===== src/hw/rtl/audio_echo_and_modulation_assert.svh =====
// Assertion macros for the audio echo and modulation RTL.
// Included by the top module, the only one with checks; no other dependencies.
`ifndef AUDIO_ECHO_AND_MODULATION_ASSERT_SVH
`define AUDIO_ECHO_AND_MODULATION_ASSERT_SVH

`ifndef NO_ASSERTIONS

// A condition that must hold at every clock edge outside reset.
`define AEM_ASSERT(label, clk, rst, expr) \
  label: assert property (@(posedge clk) disable iff (rst) (expr)) \
    else $error("audio_echo_and_modulation: assertion failed");

// Same-cycle implication.
`define AEM_ASSERT_IMPL(label, clk, rst, ante, cons) \
  label: assert property (@(posedge clk) disable iff (rst) (ante) |-> (cons)) \
    else $error("audio_echo_and_modulation: assertion failed");

// Next-cycle implication.
`define AEM_ASSERT_NEXT(label, clk, rst, ante, cons) \
  label: assert property (@(posedge clk) disable iff (rst) (ante) |=> (cons)) \
    else $error("audio_echo_and_modulation: assertion failed");

`else

`define AEM_ASSERT(label, clk, rst, expr)
`define AEM_ASSERT_IMPL(label, clk, rst, ante, cons)
`define AEM_ASSERT_NEXT(label, clk, rst, ante, cons)

`endif

`endif


===== src/hw/rtl/aem_pkg.sv =====
// Package for the audio echo and modulation block: types, codes, constants,
// the sat16 clamp and the elaboration-time cosine function. No dependencies.
`default_nettype none

package aem_pkg;

  // Configuration register indexes.
  localparam logic [1:0] CFG_EFFECT_MODE = 2'd0;
  localparam logic [1:0] CFG_ECHO_GAIN   = 2'd1;
  localparam logic [1:0] CFG_ECHO_DELAY  = 2'd2;
  localparam logic [1:0] CFG_PHASE_STEP  = 2'd3;

  // Effect modes.
  localparam logic [1:0] MODE_SINGLE_ECHO = 2'd0;
  localparam logic [1:0] MODE_MULTI_ECHO  = 2'd1;
  localparam logic [1:0] MODE_AMP_MOD     = 2'd2;
  localparam logic [1:0] MODE_BYPASS      = 2'd3;

  // Echo divider: the quotient never exceeds 32768, so 17 quotient bits suffice.
  localparam int DIVIDEND_BITS = 32;
  localparam int QUO_BITS      = 17;
  localparam int DEN_BITS      = 17;
  localparam int STEP_BITS     = 5;

  // Fixed-point constants for the cosine series.
  localparam longint Q30_ONE        = 64'sd1073741824;
  localparam logic [63:0] TWO_PI_Q30 = 64'd6746518852;
  localparam longint TAYLOR_DIV [6] = '{64'sd132, 64'sd90, 64'sd56, 64'sd30, 64'sd12, 64'sd2};

  typedef enum logic [2:0] {
    S_IDLE,
    S_MUL,
    S_MIX,
    S_DIV,
    S_DONE
  } aem_state_t;

  typedef struct packed {
    logic busy;
    logic done;
  } aem_div_stat_t;

  // Clamp a wide signed value to the 16-bit PCM range.
  function automatic logic signed [15:0] sat16(input logic signed [33:0] v);
    logic signed [15:0] r;
    if (v > 34'sd32767) begin
      r = 16'sh7fff;
    end else if (v < -34'sd32768) begin
      r = 16'sh8000;
    end else begin
      r = v[15:0];
    end
    return r;
  endfunction

  // Q1.15 cosine of m * 2pi / 2^table_bits for m in the first quarter wave.
  // Taylor series to theta^12 in Horner form, Q2.30, truncating divisions,
  // then rounded half away from zero. Evaluated only with constant arguments.
  function automatic logic signed [16:0] cos_coef_q15(input int unsigned m,
                                                      input int unsigned table_bits);
    logic [63:0] wide;
    longint theta;
    longint t2;
    longint acc;
    longint c15;
    wide  = 64'(m) * TWO_PI_Q30;
    theta = longint'(wide >> table_bits);
    t2    = (theta * theta) / Q30_ONE;
    acc   = Q30_ONE;
    for (int k = 0; k < 6; k++) begin
      acc = Q30_ONE - ((t2 * acc) / Q30_ONE) / TAYLOR_DIV[k];
    end
    if (acc >= 0) begin
      c15 = (acc + 16384) / 32768;
    end else begin
      c15 = -((-acc + 16384) / 32768);
    end
    if (c15 > 32768) begin
      c15 = 32768;
    end
    if (c15 < -32768) begin
      c15 = -32768;
    end
    return 17'(c15);
  endfunction

endpackage

`default_nettype wire


===== src/hw/rtl/aem_divider.sv =====
// Restoring unsigned divider, one quotient bit per cycle, for the echo mix.
// Depends on aem_pkg for widths and the status struct.
`default_nettype none

module aem_divider (
  input  wire logic                                 clk,
  input  wire logic                                 rst,
  input  wire logic                                 start,
  input  wire logic [aem_pkg::DIVIDEND_BITS-1:0]    dividend,
  input  wire logic [aem_pkg::DEN_BITS-1:0]         divisor,
  output logic      [aem_pkg::QUO_BITS-1:0]         quotient,
  output aem_pkg::aem_div_stat_t                    stat
);

  localparam int HI_BITS = aem_pkg::DIVIDEND_BITS - aem_pkg::QUO_BITS;

  logic [aem_pkg::STEP_BITS-1:0] count;
  logic [aem_pkg::DEN_BITS-1:0]  rem;
  logic [aem_pkg::DEN_BITS-1:0]  den;
  logic [aem_pkg::QUO_BITS-1:0]  dq;
  logic                          busy;
  logic                          done;

  logic [aem_pkg::DEN_BITS:0]    trial;
  logic                          ge;
  logic [aem_pkg::DEN_BITS:0]    diff;

  // The dividend is known to be below divisor * 2^QUO_BITS, so the remainder
  // can start from its upper bits and only QUO_BITS steps are needed.
  always_comb begin
    trial = {rem, dq[aem_pkg::QUO_BITS-1]};
    ge    = trial >= {1'b0, den};
    diff  = trial - {1'b0, den};
  end

  always_ff @(posedge clk) begin
    if (rst) begin
      busy  <= 1'b0;
      done  <= 1'b0;
      count <= '0;
    end else begin
      done <= 1'b0;
      if (start) begin
        busy  <= 1'b1;
        count <= aem_pkg::STEP_BITS'(aem_pkg::QUO_BITS);
      end else if (busy) begin
        count <= count - 1'b1;
        if (count == aem_pkg::STEP_BITS'(1)) begin
          busy <= 1'b0;
          done <= 1'b1;
        end
      end
    end
  end

  always_ff @(posedge clk) begin
    if (start) begin
      rem <= aem_pkg::DEN_BITS'(dividend[aem_pkg::DIVIDEND_BITS-1 -: HI_BITS]);
      dq  <= dividend[aem_pkg::QUO_BITS-1:0];
      den <= divisor;
    end else if (busy) begin
      rem <= ge ? diff[aem_pkg::DEN_BITS-1:0] : trial[aem_pkg::DEN_BITS-1:0];
      dq  <= {dq[aem_pkg::QUO_BITS-2:0], ge};
    end
  end

  assign quotient  = dq;
  assign stat.busy = busy;
  assign stat.done = done;

endmodule

`default_nettype wire


===== config.mk =====
export PLATFORM = sky130hd
export DESIGN_NAME = aem_divider
export DESIGN_NICKNAME = d
export VERILOG_FILES = /design/src/hw/rtl/audio_echo_and_modulation_assert.svh /design/src/hw/rtl/aem_pkg.sv /design/src/hw/rtl/aem_divider.sv
export SDC_FILE = /design/constraint.sdc
export NUM_CORES = 1
export LEC_CHECK = 0
export BUFFER_PORTS_ARGS = -buffer_cell sky130_fd_sc_hd__buf_2
export CAP_MARGIN = 20
export CORE_UTILIZATION = 45
export DETAILED_ROUTE_END_ITERATION = 10
export GPL_ROUTABILITY_DRIVEN = 0
export GPL_TIMING_DRIVEN = 1
export HOLD_SLACK_MARGIN = 0.03
export PLACE_DENSITY = 0.66
export SETUP_SLACK_MARGIN = 0.1
export SLEW_MARGIN = 20
export SYNTH_ARGS = -nofsm -noshare
export SYNTH_HDL_FRONTEND = slang
export SYNTH_SLANG_ARGS = --single-unit

===== constraint.sdc =====
create_clock -name clk -period 5.8 [get_ports clk]
set_input_delay 0.29 -clock clk [delete_from_list [all_inputs] [get_ports clk]]
set_output_delay 0.29 -clock clk [all_outputs]
set_load 0.005 [all_outputs]

==> impl_summary.log, run 1 <==
INFO  metric chipWidth = 89.6 um
INFO  metric antennaDiodeCount = 0
INFO  metric holdPathStages = 1
INFO  metric final_period_minus_worst_setup_slack = 3.57 ns
INFO  metric clock-sinks = 58
INFO  metric h-tree-depth = 3
INFO  metric numPortBuffers = 70
INFO  metric root_buffer = sky130_fd_sc_hd__clkbuf_8
INFO  metric min_delay_worst_endpoint = den[15]
INFO  metric synth_ff_type = sky130_fd_sc_hd__edfxtp_1
INFO  metric hold_path.class = input port to flip-flop
INFO  metric netlist-cell-type-count = 56
INFO  metric fp.dieH = 89.6 um
INFO  metric grt_remaining_overflow = 0
INFO  metric worst_r2r_startpoint = quotient[16]
INFO  metric r2r_slack = 2.23 ns
INFO  metric share_clk_of_total_power = 25.2%
INFO  metric n_fill_cell = 654
INFO  metric cp_max_fo = 28
INFO  metric run_status = complete, no violations
INFO  metric synth-edff-count = 49
INFO  metric design.die.area = 8030 um^2
INFO  metric ys_seq_elements = 58
INFO  metric cts.repair.resized = 0
INFO  metric largest_cells_by_area_after_synthesis = sky130_fd_sc_hd__edfxtp_1 43%, sky130_fd_sc_hd__ha_1 6.9%, sky130_fd_sc_hd__mux2_2 5.9%, sky130_fd_sc_hd__dfxtp_1 5.2%, sky130_fd_sc_hd__inv_1 2.5%
INFO  metric clk_path_buf_depth = 2
INFO  metric switchingPower = 513 uW
INFO  metric antenna_found_initial = 0
INFO  metric tightest_slew = 0.992 ns
INFO  metric syn2layout_area_growth = 16.9%
INFO  metric final_core_util = 55.1%
INFO  metric clock_insertion_delay_worst_skew = 0.34 ns
INFO  metric cp.arrival = 3.67 ns
INFO  metric post-route-drc-count = 0
INFO  metric cp-end-kind = flip-flop
INFO  metric postCtsSetupRepairBufs = 0
INFO  metric synthesis.area = 3450 um^2
INFO  metric vdd_drop_max = 181 uV
INFO  metric site_rows = 31
INFO  metric synth_warnings = 0
INFO  metric min_period_over_period = 61.6%
INFO  metric power_switching_share = 34.6%
INFO  metric timing.final.setup_violations = 0
INFO  metric detailedPlacementHpwl = 5.10 mm
INFO  metric worst_hold_slack = 0.126 ns
INFO  metric crit_start = quotient[16]
INFO  metric fin_skew = 0.0112 ns
INFO  metric fmax = 280 MHz
INFO  metric max_cap_violations = 0
INFO  metric rsz0062_at_grt = no
INFO  metric antenna_violating_nets_post_route = 0
INFO  metric netlist.area_leader.share = 42.6%
INFO  metric grt_pass1_wl = 12.3 mm
INFO  metric rr_endpoint = rem[10]
INFO  metric timing_max_transition_violations_final = 0
INFO  metric timing.hold.worst.start = divisor[15]
INFO  metric start_kind = flip-flop
INFO  metric p_leak = 0.00172 uW
INFO  metric power = 1480 uW
INFO  metric synthesis.nets = 387
INFO  metric wl_per_cell = 15.0 um
INFO  metric numCtsBuffers = 9
INFO  metric pwr_density_cell = 367 nW/um^2
INFO  metric slew-limit-headroom = 33.9%
INFO  metric design.core.area = 7330 um^2
INFO  metric timing_hold_violations_final = 0
INFO  metric intPower = 971 uW
INFO  metric drt-vias-per-instance = 5.47
INFO  metric footprint_of_the_flip_flops_and_latches = 1650 um^2
INFO  metric synth.largest_area_cell = sky130_fd_sc_hd__edfxtp_1
INFO  metric clk_pin_slew = 0.07 ns
INFO  metric globalRouteTotalUtil = 20.5%
INFO  metric timing.setup.critical_path_class = flip-flop to flip-flop
INFO  metric hold_buffers = 0
INFO  metric detailed_routing_iteration_count_for_the_pre_antenna_repair_pass = 4
INFO  metric design.portCount = 71
INFO  metric sequential_cell_fraction_of_total_power = 37.9%
INFO  metric grt_start_max_net_pins = 56
INFO  metric ys_seq_area_share = 47.8%
INFO  metric drive_above_1_share = 28.9%
INFO  metric setup-tns-final = 0 ns
INFO  metric share_of_flip_flops_with_an_asynchronous_set_or_reset_after_synthesis = 0%
INFO  metric clock_tree_from_tritoncts = done
INFO  metric initial_core_utilization = 47.1%
INFO  metric initialDrtViolationCount = 162
INFO  metric reg2reg_depth = 10
INFO  metric synth.avg_cell_area = 11.0 um^2
INFO  metric timing.critical_path.required = 5.89 ns
INFO  metric netlist_instances = 315
INFO  metric wirelength = 7.26 mm
INFO  metric comb_power_share = 36.9%
INFO  metric multi_input_area = 1620 um^2
INFO  metric num_vias = 2642
INFO  metric grt_pass1_vias = 2598
INFO  metric layout.nets = 451
==> per-stage QoR <==
stage	instances	area [um^2]	setup slack (ns)
after floorplan	315	3450	3.05
after global placement	467	3840	2.32
after detailed placement	467	3840	2.23
after CTS	483	4040	2.21
after global routing	483	4040	1.96
final	483	4040	2.23
==> how the worst max path moves through the flow <==
stage / cells after the start / endpoint / slack [ns]
2_1_floorplan: 11 / rem[10] / 3.05
3_3_place_gp: 10 / rem[10] / 2.32
3_5_place_dp: 10 / rem[10] / 2.23
4_1_cts: 10 / rem[10] / 2.21
5_1_grt: 10 / rem[10] / 1.96
6_report: 10 / rem[10] / 2.23
==> area by class of cell <==
class                      count  area share (%)
inverter                      23            2.14
clock inverter                 3           0.465
sequential                    58            40.9
clock buffer                  13            4.49
tap                           99            3.07
multi-input combinational    216            40.1
timing repair buffer          71            8.86
==> flip-flops by register name, indices dropped and copies added, names as in the netlist <==
register,cells
done,1
count,5
quotient,17
busy,1
rem,17
den,17
==> synthesized netlist by cell type, types with 4 or more instances <==
| library cell | instances |
|---|---|
| sky130_fd_sc_hd__a211oi_1 | 5 |
| sky130_fd_sc_hd__a21o_1 | 10 |
| sky130_fd_sc_hd__a21oi_1 | 16 |
| sky130_fd_sc_hd__a31oi_1 | 4 |
| sky130_fd_sc_hd__and3_1 | 5 |
| sky130_fd_sc_hd__buf_4 | 5 |
| sky130_fd_sc_hd__clkbuf_1 | 9 |
| sky130_fd_sc_hd__dfxtp_1 | 9 |
| sky130_fd_sc_hd__edfxtp_1 | 49 |
| sky130_fd_sc_hd__ha_1 | 19 |
| sky130_fd_sc_hd__inv_1 | 23 |
| sky130_fd_sc_hd__mux2_2 | 18 |
| sky130_fd_sc_hd__mux2i_1 | 5 |
| sky130_fd_sc_hd__nand2_1 | 20 |
| sky130_fd_sc_hd__nand3_1 | 9 |
| sky130_fd_sc_hd__nand3b_1 | 4 |
| sky130_fd_sc_hd__nor2_1 | 13 |
| sky130_fd_sc_hd__nor3_1 | 7 |
| sky130_fd_sc_hd__o211ai_1 | 4 |
| sky130_fd_sc_hd__o21ai_0 | 13 |
| sky130_fd_sc_hd__o311ai_1 | 5 |
| sky130_fd_sc_hd__xnor2_1 | 5 |
| sky130_fd_sc_hd__xor2_1 | 7 |
==> cells by family after synthesis <==
logic type,count (synthesis),synth area share [%]
buf+inv,41,5.33
simple gates,83,13.1
compound gates,78,15.9
xor+xnor,12,3.04
mux,23,7.32
fa+ha+maj,20,7.46
flops,58,47.8
==> routing by layer <==
metal  routed length (um)  up-vias  track usage (%)  part of all wire [%]
met5                    0        -                0                     0
met4                   74        0             5.63                   1.0
met3                  431        9             6.58                   5.9
met2                 3320       76             32.7                    46
met1                 3430     1241             26.8                    47
li1                     -     1316                -                     -
==> worst max-delay path: stages (launching register included) <==
cell                       delay (ns)
sky130_fd_sc_hd__edfxtp_1        0.37
sky130_fd_sc_hd__inv_1           0.09
sky130_fd_sc_hd__ha_1            0.16
sky130_fd_sc_hd__inv_1           0.05
sky130_fd_sc_hd__fa_1            0.40
sky130_fd_sc_hd__a21o_1          0.22
sky130_fd_sc_hd__a221oi_2        0.45
sky130_fd_sc_hd__o221a_2         0.32
sky130_fd_sc_hd__o21a_1          0.78
sky130_fd_sc_hd__nor2_1          0.12
sky130_fd_sc_hd__a221o_1         0.36
==> layout by cell type (no fill, tap or decap), types with 5 or more instances in the layout <==
| cell | synthesis | routed |
|---|---|---|
| sky130_fd_sc_hd__clkbuf_8 | 0 | 9 |
| sky130_fd_sc_hd__inv_1 | 23 | 23 |
| sky130_fd_sc_hd__a21oi_1 | 16 | 16 |
| sky130_fd_sc_hd__nor3_1 | 7 | 7 |
| sky130_fd_sc_hd__o311ai_1 | 5 | 5 |
| sky130_fd_sc_hd__nor2_1 | 13 | 13 |
| sky130_fd_sc_hd__a21o_1 | 10 | 10 |
| sky130_fd_sc_hd__and3_1 | 5 | 5 |
| sky130_fd_sc_hd__dfxtp_1 | 9 | 9 |
| sky130_fd_sc_hd__edfxtp_1 | 49 | 49 |
| sky130_fd_sc_hd__mux2_2 | 18 | 18 |
| sky130_fd_sc_hd__xor2_1 | 7 | 7 |
| sky130_fd_sc_hd__o21ai_0 | 13 | 13 |
| sky130_fd_sc_hd__a211oi_1 | 5 | 5 |
| sky130_fd_sc_hd__nand3_1 | 9 | 9 |
| sky130_fd_sc_hd__mux2i_1 | 5 | 5 |
| sky130_fd_sc_hd__nand2_1 | 20 | 20 |
| sky130_fd_sc_hd__ha_1 | 19 | 19 |
| sky130_fd_sc_hd__buf_2 | 3 | 70 |
| sky130_fd_sc_hd__xnor2_1 | 5 | 5 |
==> power groups by stage <==
stage | Sequential [uW] | Clock (uW) | Combinational [uW]
floorplan | 562 | 0 | 435
global placement | 570 | 0 | 533
detailed placement | 571 | 0 | 541
CTS | 563 | 379 | 545
global route | 571 | 396 | 615
finish | 562 | 374 | 548
Power figures use the tool's default switching activity.
==> run 2: changes to the inputs <==
==> constraint.sdc (replaced) <==
create_clock -name clk -period 3.36 [get_ports clk]
set_input_delay 0.168 -clock clk [delete_from_list [all_inputs] [get_ports clk]]
set_output_delay 0.168 -clock clk [all_outputs]
set_load 0.005 [all_outputs]
==> impl_summary.log, run 2 (synthesized netlist as in run 1, its figures left out) <==
INFO  metric initialDrtViolationCount = 121
INFO  metric syn2layout_area_growth = 22.6%
INFO  metric wl_per_cell = 15.2 um
INFO  metric tightest_slew = 0.845 ns
INFO  metric post-route-drc-count = 0
INFO  metric detailed_routing_iteration_count_for_the_pre_antenna_repair_pass = 4
INFO  metric cp_slowest_stage_delay = 0.40 ns
INFO  metric min_period_over_period = 85.4%
INFO  metric setup-tns-final = 0 ns
INFO  metric power = 2580 uW
INFO  metric cp_slowest_cell = sky130_fd_sc_hd__fa_1
INFO  metric grt_pass1_wl = 12.3 mm
INFO  metric design.core.area = 7330 um^2
INFO  metric rsz0062_at_grt = no
INFO  metric start_kind = flip-flop
INFO  metric run_status = complete, no violations
INFO  metric layout.nets = 474
INFO  metric worst_path_dominant_cell_family = compound AO/OA/AOI/OAI gates
INFO  metric vdd_drop_max = 342 uV
INFO  metric root_buffer = sky130_fd_sc_hd__clkbuf_8
INFO  metric cpMostUsedCell = sky130_fd_sc_hd__inv_1
INFO  metric worstPathCellList = inv_1 > ha_1 > inv_1 > fa_1 > a21o_1 > a221oi_2 > o221a_2 > o21a_1 > buf_4 > mux2i_1 > o21ai_0
INFO  metric antennaDiodeCount = 0
INFO  metric num_vias = 2781
INFO  metric detailedPlacementHpwl = 5.37 mm
INFO  metric cp_num_buf_inv = 3
INFO  metric cp.arrival = 2.95 ns
INFO  metric fp.dieH = 89.6 um
INFO  metric globalRouteTotalUtil = 20.8%
INFO  metric site_rows = 31
INFO  metric n_fill_cell = 650
INFO  metric design.portCount = 71
INFO  metric timing.final.setup_violations = 0
INFO  metric grt_pass1_vias = 2655
INFO  metric timing_hold_violations_final = 0
INFO  metric max_cap_violations = 0
INFO  metric wirelength = 7.70 mm
INFO  metric clock_insertion_delay_worst_skew = 0.34 ns
INFO  metric clk_path_buf_depth = 2
INFO  metric final_core_util = 57.8%
INFO  metric grt_start_max_net_pins = 41
INFO  metric layout_common_cells = 70 x sky130_fd_sc_hd__buf_2, 49 x sky130_fd_sc_hd__edfxtp_1, 23 x sky130_fd_sc_hd__inv_1, 20 x sky130_fd_sc_hd__nand2_1, 19 x sky130_fd_sc_hd__ha_1
INFO  metric setup_slack_after_placement = 0.496 ns
INFO  metric setup_slack = 0.491 ns
INFO  metric pwr_density_cell = 609 nW/um^2
INFO  metric postCtsSetupRepairBufs = 0
INFO  metric cp-end-kind = flip-flop
INFO  metric drive_above_1_share = 28.7%
INFO  metric slew-limit-headroom = 43.7%
INFO  metric clock_tree_from_tritoncts = done
INFO  metric clk_pin_slew = 0.07 ns
INFO  metric timing.critical_path.required = 3.44 ns
INFO  metric final_period_minus_worst_setup_slack = 2.87 ns
INFO  metric antenna_found_initial = 0
INFO  metric cp_max_fo = 6
INFO  metric numPortBuffers = 70
INFO  metric chipWidth = 89.6 um
INFO  metric h-tree-depth = 3
INFO  metric hold_buffers = 17
INFO  metric fin_skew = 0.0107 ns
INFO  metric p_leak = 0.00182 uW
INFO  metric design.die.area = 8030 um^2
INFO  metric drt-vias-per-instance = 5.50
INFO  metric antenna_violating_nets_post_route = 0
INFO  metric cts.repair.resized = 0
INFO  metric layout_commonest_cell = sky130_fd_sc_hd__buf_2
INFO  metric fmax = 349 MHz
INFO  metric numCtsBuffers = 9
INFO  metric timing_max_transition_violations_final = 0
INFO  metric initial_core_utilization = 47.1%
INFO  metric clock-sinks = 58
INFO  metric hold_path.class = input port to flip-flop
INFO  metric grt_remaining_overflow = 0
INFO  metric timing.setup.critical_path_class = flip-flop to flip-flop
-- run 2: path summary, 6_finish.rpt --
kind | end | startpoint | slack (ns) | depth (start not counted)
hold / removal | count[4] | rst | 0.09 | 2
setup reg to reg | rem[2] | quotient[16] | 0.49 | 11
setup / recovery | rem[2] | quotient[16] | 0.49 | 11
hold reg to reg | count[1] | count[1] | 0.52 | 2
-- run 2: per-layer routing --
metal  wire length [um]  global-route usage [%]  vias up
met3                448                    5.39       11
met2               3690                    33.8       97
met4                122                    9.67        0
met5                  0                       0        -
li1                   -                       -     1369
met1               3440                    25.9     1304
-- run 2: layout make-up --
type	instances	area (um^2)	area share (%)
Sequential cell	58	1650	39.0
Multi-Input combinational cell	216	1620	38.2
Timing Repair Buffer	94	573	13.5
Clock buffer	12	156	3.69
Tap cell	99	124	2.93
Inverter	23	86.3	2.04
Clock inverter	4	25.0	0.591
-- run 2: stage by stage --
stage	instances	cell area (um^2)	hold slack [ns]
floorplan	315	3450	0.237
global placement	473	3880	0.346
detailed placement	473	3880	0.346
CTS	506	4230	0.0693
global route	506	4230	0.0872
finish	506	4230	0.0898
-- run 2: where the power goes --
group / switching, uW / internal (uW)
clock network: 290 / 312
registers: 59.4 / 913
logic: 550 / 453
total: 900 / 1680
==> run 3: changes to the inputs <==
==> constraint.sdc (replaced) <==
create_clock -name clk -period 3.4 [get_ports clk]
set_input_delay 0.17 -clock clk [delete_from_list [all_inputs] [get_ports clk]]
set_output_delay 0.17 -clock clk [all_outputs]
set_load 0.005 [all_outputs]
==> impl_summary.log, run 3 (synthesized netlist as in run 1, its figures left out) <==
INFO  metric run_status = complete, no violations
INFO  metric power_switching_share = 35.8%
INFO  metric cp-end-kind = flip-flop
INFO  metric final_period_minus_worst_setup_slack = 2.99 ns
INFO  metric dpl_cell_area = 3870 um^2
INFO  metric design.die.area = 8030 um^2
INFO  metric share_clk_of_total_power = 21.5%
INFO  metric intPower = 1600 uW
INFO  metric grt_remaining_overflow = 0
INFO  metric layout.nets = 473
INFO  metric fin_skew = 0.00932 ns
INFO  metric comb_power_share = 39.9%
INFO  metric num_vias = 2774
INFO  metric final_cell_area = 4210 um^2
INFO  metric timing.critical_path.required = 3.49 ns
INFO  metric cp.arrival = 3.09 ns
INFO  metric fp.dieH = 89.6 um
INFO  metric multi_input_area = 1620 um^2
INFO  metric initial_core_utilization = 47.1%
INFO  metric max_cap_violations = 0
INFO  metric wl_per_cell = 14.9 um
INFO  metric cts.repair.resized = 0
INFO  metric sequential_cell_fraction_of_total_power = 38.6%
INFO  metric h-tree-depth = 3
INFO  metric detailedPlacementHpwl = 5.25 mm
INFO  metric wirelength = 7.54 mm
INFO  metric pwr_density_cell = 591 nW/um^2
INFO  metric design.portCount = 71
INFO  metric clk_path_buf_depth = 2
INFO  metric cp_max_fo = 15
INFO  metric layout_common_cells = 70 x sky130_fd_sc_hd__buf_2, 49 x sky130_fd_sc_hd__edfxtp_1, 23 x sky130_fd_sc_hd__inv_1, 20 x sky130_fd_sc_hd__nand2_1, 19 x sky130_fd_sc_hd__ha_1
INFO  metric detailed_routing_iteration_count_for_the_pre_antenna_repair_pass = 4
INFO  metric rsz0062_at_grt = no
INFO  metric antennaDiodeCount = 0
INFO  metric vdd_drop_max = 254 uV
INFO  metric setup-tns-final = 0 ns
INFO  metric start_kind = flip-flop
INFO  metric layout_commonest_cell = sky130_fd_sc_hd__buf_2
INFO  metric syn2layout_area_growth = 21.8%
INFO  metric numCtsBuffers = 9
INFO  metric drive_above_1_share = 28.3%
INFO  metric numPortBuffers = 70
INFO  metric switchingPower = 888 uW
INFO  metric grt_pass1_wl = 12.1 mm
INFO  metric timing_max_transition_violations_final = 0
INFO  metric clock_tree_from_tritoncts = done
INFO  metric n_fill_cell = 644
INFO  metric footprint_of_the_flip_flops_and_latches = 1650 um^2
INFO  metric post-route-drc-count = 0
INFO  metric clock-sinks = 58
INFO  metric clock_insertion_delay_worst_skew = 0.35 ns
INFO  metric antenna_violating_nets_post_route = 0
INFO  metric min_period_over_period = 88.1%
INFO  metric slew-limit-headroom = 45.2%
INFO  metric p_leak = 0.00179 uW
INFO  metric initialDrtViolationCount = 144
INFO  metric design.core.area = 7330 um^2
INFO  metric drt-vias-per-instance = 5.49
INFO  metric globalRouteTotalUtil = 20.4%
INFO  metric hold_path.class = input port to flip-flop
INFO  metric grt_start_max_net_pins = 41
INFO  metric chipWidth = 89.6 um
INFO  metric timing.setup.critical_path_class = flip-flop to flip-flop
INFO  metric clk_pin_slew = 0.06 ns
INFO  metric tightest_slew = 0.821 ns
INFO  metric timing_hold_violations_final = 0
INFO  metric root_buffer = sky130_fd_sc_hd__clkbuf_8
INFO  metric timing.final.setup_violations = 0
INFO  metric grt_pass1_vias = 2698
INFO  metric antenna_found_initial = 0
INFO  metric fmax = 334 MHz
INFO  metric site_rows = 31
## run 3: changes by cell type in the layout (fill, tap and decap cells not counted), sizes merged
cell,before,now
clkinvlp,0,2
inv,24,23
clkinv,3,5
clkbuf,12,9
buf,77,76
## run 3: metrics by stage
stage	total power [uW]	setup WS, ns	std cells	util, %	hold WS (ns)
after floorplan	1700	0.646	315	-	0.239
after global placement	1920	0.493	472	52.9	0.348
after detailed placement	1930	0.417	472	52.9	0.348
after CTS	2490	0.399	505	57.4	0.0634
after global routing	2640	0.172	505	57.4	0.0805
final	2480	0.406	505	57.4	0.0854
## run 3: per-layer routing
metal	up-vias	routed length, um	share of wire [%]	GRT usage, %
met3	17	545	7.2	5.30
met4	0	192	2.5	11.0
met1	1272	3360	45	25.8
met5	-	0	0	0
li1	1364	-	-	-
met2	121	3440	46	32.0
## run 3: power groups by stage
stage | logic [uW] | clock network [uW] | registers (uW)
after detailed placement | 958 | 0 | 974
after floorplan | 742 | 0 | 959
after global placement | 943 | 0 | 973
final | 990 | 533 | 960
after global routing | 1090 | 572 | 972
after CTS | 979 | 547 | 961
## run 3: worst paths after layout
path	to	startpoint	cells after the start	slack, ns
worst min register to register	count[1]	count[1]	2	0.50
worst max-delay path	rem[8]	rem[10]	8	0.41
worst max register to register	rem[8]	rem[10]	8	0.41
worst min-delay path	count[4]	rst	2	0.09
## run 3: what timing repair did
action | CTS | global route
hold buffers | 17 | 0
hold endpoints to repair | 17 | 0
setup buffers | 0 | 0
## run 3: final cells by class
cell class | count | share of cell area (%)
clock buffer | 9 | 2.95
clock inverter | 7 | 0.863
inverter | 23 | 2.05
multi-input combinational | 216 | 38.5
sequential | 58 | 39.3
tap | 99 | 2.95
timing repair buffer | 93 | 13.4
## run 3: critical path, cell delays in order (launching register included)
cell	delay, ns
sky130_fd_sc_hd__edfxtp_1	0.39
sky130_fd_sc_hd__ha_1	0.52
sky130_fd_sc_hd__nand4_2	0.24
sky130_fd_sc_hd__or2_1	0.29
sky130_fd_sc_hd__o31a_1	0.35
sky130_fd_sc_hd__o21a_1	0.25
sky130_fd_sc_hd__buf_4	0.26
sky130_fd_sc_hd__and3_1	0.19
sky130_fd_sc_hd__a221o_1	0.26
